===== src/rtl/onfsm_pkg.sv =====
package onfsm_pkg;

  // configuration register file
  localparam int CFG_IDX_W = 2;

  typedef enum logic [CFG_IDX_W-1:0] {
    REG_IFACE_KIND = 2'd0,
    REG_OWN_ADDR   = 2'd1,
    REG_NBR_ADDR   = 2'd2
  } cfg_reg_e;

  // interface kinds
  localparam logic [2:0] IFACE_BCAST = 3'd0;
  localparam logic [2:0] IFACE_NBMA  = 3'd1;
  localparam logic [2:0] IFACE_P2P   = 3'd2;
  localparam logic [2:0] IFACE_P2MP  = 3'd3;
  localparam logic [2:0] IFACE_VLINK = 3'd4;

  // neighbor events; 0, 14 and 15 carry no event
  typedef enum logic [3:0] {
    EV_NONE        = 4'd0,
    EV_HELLO       = 4'd1,
    EV_START       = 4'd2,
    EV_TWOWAY      = 4'd3,
    EV_NEG_DONE    = 4'd4,
    EV_EXCH_DONE   = 4'd5,
    EV_BAD_LSREQ   = 4'd6,
    EV_LOAD_DONE   = 4'd7,
    EV_ADJ_OK      = 4'd8,
    EV_SEQ_MISMTCH = 4'd9,
    EV_ONEWAY      = 4'd10,
    EV_KILL        = 4'd11,
    EV_INACTIVITY  = 4'd12,
    EV_LL_DOWN     = 4'd13
  } ev_e;

  localparam logic [2:0] DESC_FLAGS_ALL = 3'd7;

  localparam int CMDQ_DEPTH = 2;
  localparam int OUTQ_DEPTH = 2;

  typedef struct packed {
    logic [3:0]  opcode;
    logic [31:0] iface_dr;
    logic [31:0] iface_bdr;
    logic [31:0] nbr_dr;
    logic [31:0] nbr_bdr;
    logic [31:0] time_now;
    logic        request_list_empty;
  } in_item_t;

  typedef struct packed {
    logic [3:0]  new_state;
    logic        send_dd;
    logic        build_summary;
    logic        send_ls_request;
    logic        restart_inactivity;
    logic        clear_lists;
    logic        regen_router_lsa;
    logic        neighbor_change;
    logic        ddretx_timer_on;
    logic [31:0] desc_seq_num;
    logic [2:0]  desc_flag_bits;
  } out_item_t;

  // classified event handed from front to back
  typedef struct packed {
    ev_e         ev;
    logic        adj;
    logic        req_empty;
    logic [31:0] time_now;
  } cmd_t;

endpackage


===== src/rtl/onfsm_front.sv =====
module onfsm_front (
  input  logic                              clk,
  input  logic                              rst_n,
  input  logic                              cfg_valid,
  output logic                              cfg_ready,
  input  logic [onfsm_pkg::CFG_IDX_W-1:0]   cfg_index,
  input  logic [31:0]                       cfg_data,
  input  logic                              push,
  output logic                              full,
  input  onfsm_pkg::in_item_t               in_data,
  output logic                              cq_wr,
  input  logic                              cq_full,
  output onfsm_pkg::cmd_t                   cq_data
);
  import onfsm_pkg::*;

  logic [2:0]  iface_kind_r;
  logic [31:0] own_addr_r;
  logic [31:0] nbr_addr_r;
  logic        kind_adj;
  logic        addr_adj;

  assign cfg_ready = 1'b1;

  always_ff @(posedge clk) begin
    if (!rst_n) begin
      iface_kind_r <= IFACE_BCAST;
      own_addr_r   <= '0;
      nbr_addr_r   <= '0;
    end else if (cfg_valid && cfg_ready) begin
      unique case (cfg_reg_e'(cfg_index))
        REG_IFACE_KIND: iface_kind_r <= cfg_data[2:0];
        REG_OWN_ADDR:   own_addr_r   <= cfg_data;
        REG_NBR_ADDR:   nbr_addr_r   <= cfg_data;
        default: ;
      endcase
    end
  end

  // point-to-point style links always form adjacencies; NBMA and broadcast
  // only with DR/BDR
  always_comb begin
    unique case (iface_kind_r)
      IFACE_P2P, IFACE_P2MP, IFACE_VLINK: kind_adj = 1'b1;
      IFACE_BCAST, IFACE_NBMA:            kind_adj = 1'b0;
      default:                            kind_adj = 1'b0;
    endcase
  end

  assign addr_adj = (own_addr_r == in_data.iface_dr) || (own_addr_r == in_data.iface_bdr) ||
                    (nbr_addr_r == in_data.nbr_dr)   || (nbr_addr_r == in_data.nbr_bdr);

  assign full  = cq_full;
  assign cq_wr = push && !cq_full;

  always_comb begin
    cq_data.ev        = ev_e'(in_data.opcode);
    cq_data.adj       = kind_adj || addr_adj;
    cq_data.req_empty = in_data.request_list_empty;
    cq_data.time_now  = in_data.time_now;
  end

endmodule


===== src/rtl/onfsm_cmd_q.sv =====
module onfsm_cmd_q (
  input  logic            clk,
  input  logic            rst_n,
  input  logic            wr_en,
  input  onfsm_pkg::cmd_t wr_data,
  output logic            full,
  input  logic            rd_en,
  output onfsm_pkg::cmd_t rd_data,
  output logic            empty
);
  import onfsm_pkg::*;

  localparam int PTR_W = (CMDQ_DEPTH > 1) ? $clog2(CMDQ_DEPTH) : 1;
  localparam int CNT_W = $clog2(CMDQ_DEPTH + 1);

  cmd_t             slot_r [CMDQ_DEPTH];
  logic [PTR_W-1:0] wp_r;
  logic [PTR_W-1:0] rp_r;
  logic [CNT_W-1:0] cnt_r;
  logic             do_wr;
  logic             do_rd;

  assign full    = (cnt_r == CNT_W'(CMDQ_DEPTH));
  assign empty   = (cnt_r == '0);
  assign do_wr   = wr_en && !full;
  assign do_rd   = rd_en && !empty;
  assign rd_data = slot_r[rp_r];

  always_ff @(posedge clk) begin
    if (!rst_n) begin
      wp_r  <= '0;
      rp_r  <= '0;
      cnt_r <= '0;
    end else begin
      if (do_wr) begin
        slot_r[wp_r] <= wr_data;
        wp_r <= (wp_r == PTR_W'(CMDQ_DEPTH - 1)) ? '0 : wp_r + 1'b1;
      end
      if (do_rd) begin
        rp_r <= (rp_r == PTR_W'(CMDQ_DEPTH - 1)) ? '0 : rp_r + 1'b1;
      end
      if (do_wr && !do_rd) begin
        cnt_r <= cnt_r + 1'b1;
      end else if (do_rd && !do_wr) begin
        cnt_r <= cnt_r - 1'b1;
      end
    end
  end

`ifndef SYNTH
  a_cnt_bound: assert property (@(posedge clk) disable iff (!rst_n)
    cnt_r <= CNT_W'(CMDQ_DEPTH))
    else $error("command queue overfilled");

  a_cnt_inc: assert property (@(posedge clk) disable iff (!rst_n)
    (do_wr && !do_rd) |=> (cnt_r == $past(cnt_r) + 1'b1))
    else $error("command queue count missed a write");
`endif

endmodule


===== src/rtl/onfsm_back.sv =====
module onfsm_back (
  input  logic                 clk,
  input  logic                 rst_n,
  input  logic                 cq_empty,
  input  onfsm_pkg::cmd_t      cq_data,
  output logic                 cq_rd,
  output logic                 empty,
  input  logic                 pop,
  output onfsm_pkg::out_item_t out_data
);
  import onfsm_pkg::*;

  typedef enum logic [3:0] {
    ST_DUMMY    = 4'd0,
    ST_DOWN     = 4'd1,
    ST_ATTEMPT  = 4'd2,
    ST_INIT     = 4'd3,
    ST_TWOWAY   = 4'd4,
    ST_EXSTART  = 4'd5,
    ST_EXCHANGE = 4'd6,
    ST_LOADING  = 4'd7,
    ST_FULL     = 4'd8
  } nbr_st_t;

  localparam int PTR_W = (OUTQ_DEPTH > 1) ? $clog2(OUTQ_DEPTH) : 1;
  localparam int CNT_W = $clog2(OUTQ_DEPTH + 1);

  nbr_st_t          state_r;
  nbr_st_t          state_nxt;
  logic [31:0]      seq_r;
  logic [31:0]      seq_nxt;
  logic [2:0]       flags_r;
  logic [2:0]       flags_nxt;
  out_item_t        res_r [OUTQ_DEPTH];
  out_item_t        res;
  logic [PTR_W-1:0] wp_r;
  logic [PTR_W-1:0] rp_r;
  logic [CNT_W-1:0] cnt_r;
  logic             take;
  logic             pop_ok;
  logic [31:0]      seq_seed;
  logic             in_range;

  assign empty    = (cnt_r == '0);
  assign pop_ok   = pop && !empty;
  assign take     = !cq_empty && ((cnt_r != CNT_W'(OUTQ_DEPTH)) || pop_ok);
  assign cq_rd    = take;
  assign out_data = res_r[rp_r];

  // zero sequence number is seeded from the clock, else counts up
  assign seq_seed = (seq_r == '0) ? cq_data.time_now : seq_r + 32'd1;
  assign in_range = (state_r >= ST_DOWN) && (state_r <= ST_FULL);

  always_comb begin
    state_nxt = state_r;
    seq_nxt   = seq_r;
    flags_nxt = flags_r;
    res       = '0;
    if (in_range) begin
      unique case (cq_data.ev)
        EV_HELLO: begin
          res.restart_inactivity = 1'b1;
          if (state_r <= ST_INIT) state_nxt = ST_INIT;
        end
        EV_START: begin
          if (state_r == ST_DOWN) state_nxt = ST_ATTEMPT;
        end
        EV_TWOWAY: begin
          if (state_r == ST_INIT) begin
            if (cq_data.adj) begin
              state_nxt   = ST_EXSTART;
              seq_nxt     = seq_seed;
              res.send_dd = 1'b1;
            end else begin
              state_nxt = ST_TWOWAY;
            end
          end
        end
        EV_NEG_DONE: begin
          if (state_r == ST_EXSTART) begin
            state_nxt         = ST_EXCHANGE;
            res.build_summary = 1'b1;
          end
        end
        EV_EXCH_DONE: begin
          if (state_r == ST_EXCHANGE) begin
            if (cq_data.req_empty) begin
              state_nxt = ST_FULL;
            end else begin
              state_nxt           = ST_LOADING;
              res.send_ls_request = 1'b1;
            end
          end
        end
        EV_BAD_LSREQ, EV_SEQ_MISMTCH: begin
          if (state_r >= ST_EXCHANGE) begin
            state_nxt = ST_EXSTART;
            flags_nxt = DESC_FLAGS_ALL;
          end
        end
        EV_LOAD_DONE: begin
          if (state_r == ST_LOADING) state_nxt = ST_FULL;
        end
        EV_ADJ_OK: begin
          if (state_r == ST_TWOWAY && cq_data.adj) begin
            state_nxt   = ST_EXSTART;
            seq_nxt     = seq_seed;
            res.send_dd = 1'b1;
          end else if (state_r >= ST_EXSTART && !cq_data.adj) begin
            state_nxt = ST_TWOWAY;
          end
        end
        EV_ONEWAY: begin
          if (state_r >= ST_TWOWAY) state_nxt = ST_INIT;
        end
        EV_KILL, EV_LL_DOWN: begin
          state_nxt = ST_DOWN;
        end
        EV_INACTIVITY: begin
          state_nxt       = ST_DOWN;
          res.clear_lists = 1'b1;
          flags_nxt       = DESC_FLAGS_ALL;
        end
        default: ;
      endcase
    end
    res.new_state        = state_nxt;
    res.regen_router_lsa = (state_r == ST_FULL) != (state_nxt == ST_FULL);
    res.neighbor_change  = (state_r >= ST_TWOWAY) != (state_nxt >= ST_TWOWAY);
    res.ddretx_timer_on  = (state_nxt == ST_EXSTART);
    res.desc_seq_num     = seq_nxt;
    res.desc_flag_bits   = flags_nxt;
  end

  always_ff @(posedge clk) begin
    if (!rst_n) begin
      state_r <= ST_DOWN;
      seq_r   <= '0;
      flags_r <= DESC_FLAGS_ALL;
      wp_r    <= '0;
      rp_r    <= '0;
      cnt_r   <= '0;
    end else begin
      if (take) begin
        state_r     <= state_nxt;
        seq_r       <= seq_nxt;
        flags_r     <= flags_nxt;
        res_r[wp_r] <= res;
        wp_r <= (wp_r == PTR_W'(OUTQ_DEPTH - 1)) ? '0 : wp_r + 1'b1;
      end
      if (pop_ok) begin
        rp_r <= (rp_r == PTR_W'(OUTQ_DEPTH - 1)) ? '0 : rp_r + 1'b1;
      end
      if (take && !pop_ok) begin
        cnt_r <= cnt_r + 1'b1;
      end else if (pop_ok && !take) begin
        cnt_r <= cnt_r - 1'b1;
      end
    end
  end

`ifndef SYNTH
  a_state_legal: assert property (@(posedge clk) disable iff (!rst_n)
    (state_r >= ST_DOWN) && (state_r <= ST_FULL))
    else $error("neighbor state left Down..Full");

  a_seq_only_on_dd: assert property (@(posedge clk) disable iff (!rst_n)
    (take && (seq_nxt != seq_r)) |-> res.send_dd)
    else $error("sequence number moved without a DD send");

  a_outq_bound: assert property (@(posedge clk) disable iff (!rst_n)
    cnt_r <= CNT_W'(OUTQ_DEPTH))
    else $error("result queue overfilled");
`endif

endmodule


===== src/rtl/ospf_neighbor_fsm_core.sv =====
// A transaction accepted by the front is filed in the command queue; the transition step
// then moves it into the result queue, from which it can be popped. A full result queue
// holds the transition step back until the receiver pops.
// Throughput: one event per cycle, sustained while the result queue has room or is popped.
// Reset (rst_n low, synchronous): neighbor state Down, DD sequence number zero,
// DD flags all set, configuration registers zero, both queues emptied.
module ospf_neighbor_fsm_core (
  input  logic                              clk,
  input  logic                              rst_n,
  // configuration write channel, always ready
  input  logic                              cfg_valid,
  output logic                              cfg_ready,
  input  logic [onfsm_pkg::CFG_IDX_W-1:0]   cfg_index,
  input  logic [31:0]                       cfg_data,
  // event input, queue style
  input  logic                              push,
  output logic                              full,
  input  onfsm_pkg::in_item_t               in_data,
  // result output, queue style
  output logic                              empty,
  input  logic                              pop,
  output onfsm_pkg::out_item_t              out_data
);
  import onfsm_pkg::*;

  // front -> command queue -> back
  cmd_t cq_wr_data;
  cmd_t cq_rd_data;
  logic cq_wr;
  logic cq_full;
  logic cq_rd;
  logic cq_empty;

  // Front: holds the interface registers, works out the adjacency flag
  // against the DR/BDR fields of each transaction and files the classified
  // event in the command queue.
  onfsm_front u_front (
    .clk       (clk),
    .rst_n     (rst_n),
    .cfg_valid (cfg_valid),
    .cfg_ready (cfg_ready),
    .cfg_index (cfg_index),
    .cfg_data  (cfg_data),
    .push      (push),
    .full      (full),
    .in_data   (in_data),
    .cq_wr     (cq_wr),
    .cq_full   (cq_full),
    .cq_data   (cq_wr_data)
  );

  // Short queue decoupling the two halves; each side stalls on its own.
  onfsm_cmd_q u_cmd_q (
    .clk     (clk),
    .rst_n   (rst_n),
    .wr_en   (cq_wr),
    .wr_data (cq_wr_data),
    .full    (cq_full),
    .rd_en   (cq_rd),
    .rd_data (cq_rd_data),
    .empty   (cq_empty)
  );

  // Back: neighbor state, DD sequence number and flags; one transition per
  // cycle into a two-entry result queue, so a waiting result never blocks
  // the next event while there is room.
  onfsm_back u_back (
    .clk      (clk),
    .rst_n    (rst_n),
    .cq_empty (cq_empty),
    .cq_data  (cq_rd_data),
    .cq_rd    (cq_rd),
    .empty    (empty),
    .pop      (pop),
    .out_data (out_data)
  );

endmodule


===== config.mk =====
export PLATFORM = sky130hd
export DESIGN_NAME = ospf_neighbor_fsm_core
export DESIGN_NICKNAME = d
export VERILOG_FILES = /design/src/rtl/onfsm_pkg.sv /design/src/rtl/onfsm_front.sv /design/src/rtl/onfsm_cmd_q.sv /design/src/rtl/onfsm_back.sv /design/src/rtl/ospf_neighbor_fsm_core.sv
export SDC_FILE = /design/constraint.sdc
export NUM_CORES = 1
export LEC_CHECK = 0
export BUFFER_PORTS_ARGS = -buffer_cell sky130_fd_sc_hd__buf_2
export CAP_MARGIN = 15
export CORE_ASPECT_RATIO = 1.1
export CORE_MARGIN = 8
export CORE_UTILIZATION = 51
export DETAILED_ROUTE_END_ITERATION = 8
export GPL_TIMING_DRIVEN = 0
export PLACE_DENSITY = 0.77
export SYNTH_ARGS = -nofsm -noshare
export SYNTH_HDL_FRONTEND = slang
export SYNTH_SLANG_ARGS = --single-unit

===== constraint.sdc =====
create_clock -name clk -period 4 [get_ports clk]
set_input_delay 0.8 -clock clk [delete_from_list [all_inputs] [get_ports clk]]
set_output_delay 0.8 -clock clk [all_outputs]
set_load 0.05 [all_outputs]

## Word-level counts from Yosys, hierarchy flattened

Memory sizes are Yosys's and may differ from the RTL's. A register that Yosys moved wholly into a read port is not among the register bits.
Cells that the tools add are included.

| storage, ports and cells | value |
|---|---|
| bits in writable memories | 170 |
| flip-flop bits (word level) | 114 |
| memories | 2 |

| cells by class | value |
|---|---|
| reductions and logical operators | 37 |
| add/subtract/negate cells | 9 |
| magnitude comparators | 7 |
| equal/unequal tests | 35 |
| muxes and demuxes | 54 |

Memory list:

| memory | words | bits a word | read ports | clocked after Yosys merged registers in | write ports | RTL line | text |
|---|---|---|---|---|---|---|---|
| u_back.res_r | 2 | 47 | 1 | 1 | 1 | onfsm_back.sv:34 | `out_item_t res_r [OUTQ_DEPTH];` |
| u_cmd_q.slot_r | 2 | 38 | 1 | 1 | 1 | onfsm_cmd_q.sv:16 | `cmd_t slot_r [CMDQ_DEPTH];` |

Operator list:

| kind | count |
|---|---|
| 32-bit two-way mux | 5 |
| 32-bit equality test | 4 |
| 32-bit case mux with 2 select lines | 1 |
| 4-bit two-way mux | 12 |
| 4-bit case mux with 10 select lines | 1 |
| 4-bit by 3-bit equality test with 1-bit output, second input constant | 9 |
| 32-bit by 1-bit adder with 32-bit output, second input constant | 1 |
| 4-bit equality test, second input constant | 8 |
| 32-bit logical NOT | 1 |
| 1-bit two-way mux | 26 |
| 4-bit by 3-bit greater-or-equal comparator with 1-bit output, second input constant | 4 |
| 4-bit by 2-bit equality test with 1-bit output, second input constant | 3 |
| 1-bit logical AND | 12 |
| 4-bit by 1-bit equality test with 1-bit output, second input constant | 2 |
| 1-bit logical NOT | 8 |
| 2-bit two-way mux | 4 |
| 3-bit by 2-bit equality test with 1-bit output, second input constant | 2 |
| 2-bit logical NOT | 3 |
| 3-bit two-way mux | 2 |
| 3-bit case mux with 2 select lines | 1 |
| 2-bit AND reduction | 3 |
| 3-bit OR reduction | 2 |
| 1-bit logical OR | 5 |
| 5-bit two-way mux | 1 |
| other kinds (14) | 22 |

## Logic depth before layout (Yosys ltp)

| depth | value |
|---|---|
| depth after elaboration | 9 |
| gate-level depth with buffers | 11 |
| depth with buffers taken out | 9 |

## By module

A second synthesis with hierarchy kept.

| unflattened totals | value |
|---|---|
| cells, all modules | 1,373 |
| area total of the unflattened synthesis | 14,697.8 µm² |

Modules (own cells, without submodules):

| module | times used | area each (µm²) | cells each |
|---|---|---|---|
| onfsm_back | 1 | 7,521.0 | 722 |
| onfsm_front | 1 | 4,206.5 | 508 |
| onfsm_cmd_q | 1 | 2,970.3 | 143 |

## Least setup slack after synthesis

No wires, ideal clock.

| timing path | value |
|---|---|
| kind | input to register |
| from | input pop |
| to | memory u_back.res_r[0][0] (netlist bit) (enable) |
| setup time | 451 ps |
| buffers on the path | 1 |
| setup slack | 118 ps |
| data required time | 3,549 ps |
| data arrival time | 3,431 ps |
| stages on the path | 5 |
| cells stage by stage | o32ai_1 -> inv_1 -> clkbuf_1 -> nand2_1 -> nor2_1 |

| between the ends | value |
|---|---|
| word-level cells in the longest chain between the ends | 6 |

Ends and longest elaborated chain:

| item | RTL line | text |
|---|---|---|
| start: declaration | ospf_neighbor_fsm_core.sv:21 | `input logic pop,` |
| 1-bit logical AND | onfsm_back.sv:45 | `assign pop_ok = pop && !empty;` |
| 1-bit logical OR | onfsm_back.sv:46 | `assign take = !cq_empty && ((cnt_r != CNT_W'(OUTQ_DEPTH)) \|\| pop_ok);` |
| 1-bit logical AND | onfsm_back.sv:46 |  |
| via cq_rd | ospf_neighbor_fsm_core.sv:31 | `logic cq_rd;` |
| 1-bit two-way mux | onfsm_back.sv:144 | `if (take) begin` |
| 1-bit two-way mux | onfsm_back.sv:136 | `if (!rst_n) begin` |
| 1-bit two-way mux (implied by the code) | onfsm_back.sv:148 | `res_r[wp_r] <= res;` |
| end: declaration | onfsm_back.sv:34 |  |

The timed path passes the listed nets, and every way through them passes these cells.

==> results.cfg <==
[power]
total_power_w = 0.0103
p_per_area_nw_per_um2 = 615
swShare = 0.373
p_int_w = 0.00648
p_clk_frac = 0.279
peakVddDrop_mv = 0.385
combinationalPowerShare = 0.347
p_switching_w = 0.00386
seqPwrFrac = 0.374
leakage_nw = 6.48

[floorplanning]
core_area_um2 = 27000
io_pins = 254
chipWidth_um = 174
initial_core_util = 0.518
die-height_um = 190
die_area_um2 = 32900
row_count = 63

[logic_synthesis]
yosysMostFrequentCell = nand2_1
synth_mux_area_frac = 0.0698
synth_top_family_by_area = simple AND/OR/NAND/NOR gates
synth_nets = 1519
yosysTopAreaCellShare = 0.365
synth_xor_area_frac = 0.0865
synth_edf_count = 170
ys_ff_latch = 286
synth_compound_area_frac = 0.135
synthAdderAreaFrac = 0.00358
synth_common_cells = nand2_1, edfxtp_1, xor2_1, dfxtp_1, a21boi_0
ys_seq_area_frac = 0.532
synthArstFlopShare = 0
synth-simple-area-share = 0.147
yosys.cell_types.count = 69
synth_cells = 1311
synth_flop_cell = edfxtp_1
syn-cell-area_um2 = 14000
synth_warnings = 0
yosys-top-cells-area = edfxtp_1, dfxtp_1, xor2_1
synth_top_area_cell = edfxtp_1
synth.avg_cell_area_um2 = 10.7

[clock_tree]
cts-root-buf = clkbuf_16
cts.htree.levels = 1
cts_made_buffers = 30
cts_sinks = 286
cts_buffer_depth = 3
post_cts_resized = 0
clk_latency_ns = 0.54
cts_hold_buffers = 0
cts_tree = yes
clk_pin_slew_ns = 0.06
cts_setup_buffers = 0

[timing]
skew_ns = 0.0116
slew_headroom = 0.384
fin_crit_ns = 3.40
hold_viol = 0
max_freq_ghz = 0.294
finalCritPeriodShare = 0.851
slew_viol_final = 0
setup_viol = 0
tightest_slew_ns = 0.924
tns_ns = 0
fin_ws_ns = 0.596
grt_setup_unrepaired = false

[setup_path]
cp-end-kind = primary output
worstSetupStartpointType = flop
crit_type = reg -> out
worstPathRequired_ns = 3.20
crit_arrival_ns = 2.60
cp_max_fo = 10

[place]
hpwl_mm = 33.0
dpl_cell_area_um2 = 15700
dp.cells = 1922
place.gp.congestion = 0.969
place_ws_ns = 0.0523
io_buffers = 251

[finish]
drive_above_1_share = 0.242
stdcell_count = 1982
postLayoutCellArea_um2 = 16800
syn_to_final_growth_pct = 20.3
nets = 1806

[global_route]
grt_usage = 0.245
grt_first_pass_wirelength_mm = 64.1
grt_max_degree = 39
grt_overflow = 0
grt_pass1_vias = 11800
antenna_found_initial = 12

[detailed_routing]
drcViolationCount = 0
dr.pass1.iters = 5
detail_route.wl_per_cell_um = 21.1
routed_wl_mm = 41.8
wl_met2_mm = 19.9
vias = 11300
wl_met3_mm = 3.36
viasPerCell = 5.69
drt_iter0_drc = 846
top_layer_used = met5
wl_met1_mm = 16.4
postRouteAntennaNets = 0

[flow_run]
drv_cap = 0

[status]
status = finished, final reports clean

[min_path]
hold_path_class = reg -> reg
[power by group through the flow]
stage,clock network (W),registers (W),logic [W]
2_1_floorplan,0,0.00384,0.00256
3_3_place_gp,0,0.00391,0.00350
4_1_cts,0.00293,0.00386,0.00358
6_report,0.00289,0.00386,0.00359
5_1_grt,0.00305,0.00390,0.00386
3_5_place_dp,0,0.00391,0.00355
[layer usage]
metal  global-route usage  up-vias
met2                0.418      497
li1                     -     5347
met1                0.283     5286
met5                    0        -
met4                0.114       18
met3               0.0716      136
[cells in the final DEF (no fill, tap or decap), types with 4 or more instances in the layout]
cell	n
o22ai_1	16
a21boi_0	82
bufinv_16	4
o32a_1	6
nand3_1	16
a21oi_1	19
a22o_1	8
clkbuf_1	64
o22a_1	5
and2_1	11
xnor2_1	6
o211ai_1	12
xor2_1	132
nor3b_1	6
nor3_1	16
clkbuf_16	31
mux2i_1	40
clkinvlp_4	5
o32ai_1	11
or3_1	9
edfxtp_1	170
nor2_1	56
o21ai_0	75
or2_2	8
and3_1	6
buf_2	260
o211a_1	4
nand2b_1	9
nor4_1	44
clkinv_2	5
ha_1	4
nand4_1	15
and3b_1	4
a31oi_1	9
nand2_1	194
mux2_2	51
nor2b_1	12
dfxtp_1	116
inv_1	15
a22oi_1	4
[per-stage QoR]
step	hold slack, ns	utilization
2_1_floorplan	0.408	-
3_3_place_gp	0.419	0.581
3_5_place_dp	0.422	0.584
4_1_cts	0.418	0.623
5_1_grt	0.426	0.623
6_report	0.437	0.623
[registers in the layout (all words and copies together) (netlist names), 2 cells and up, named ones only]
signal and cells:
u_cmd_q.cnt_r 2, u_back.res_r 94, u_front.nbr_addr_r 32, u_back.seq_r 32
u_front.iface_kind_r 3, u_back.state_r 4, u_front.own_addr_r 32, u_back.flags_r 3
u_back.cnt_r 2, u_cmd_q.slot_r 76
[worst max-delay path: stages, from the launching register on]
cell	delay, ns
dfxtp_1	0.38
clkbuf_1	0.51
clkbuf_1	0.54
mux2_2	0.42
buf_2	0.21
[logic make-up after synthesis]
kind of cell    count (synthesis)
xor+xnor                      138
mux                            91
simple gates                  426
compound gates                276
other cells                     1
fa+ha+maj                       4
buf+inv                        89
flops                         286
[area by class of cell]
cell class | instances | area (µm²)
diodes | 3 | 7.51
plain buffers | 73 | 295
clock buffers | 35 | 801
clock inverters | 21 | 244
fillers | 2235 | 10200
inverters | 16 | 60.1
multi-input cells | 936 | 6200
flip-flops and latches | 286 | 7430
well taps | 357 | 447
repair buffers | 255 | 1320
[worst paths after layout]
path                                   startpoint             endpoint  slack (ns)  cells after the start
worst max-delay path                         flop         out_data[27]        0.60                      4
worst min-delay path            u_back.flags_r[1]    u_back.flags_r[1]        0.44                      1
worst max register to register    u_back.seq_r[0]  u_back.res_r[0][24]        0.63                     11
worst min register to register  u_back.flags_r[1]    u_back.flags_r[1]        0.44                      1
(Power assumes the default switching activity.)
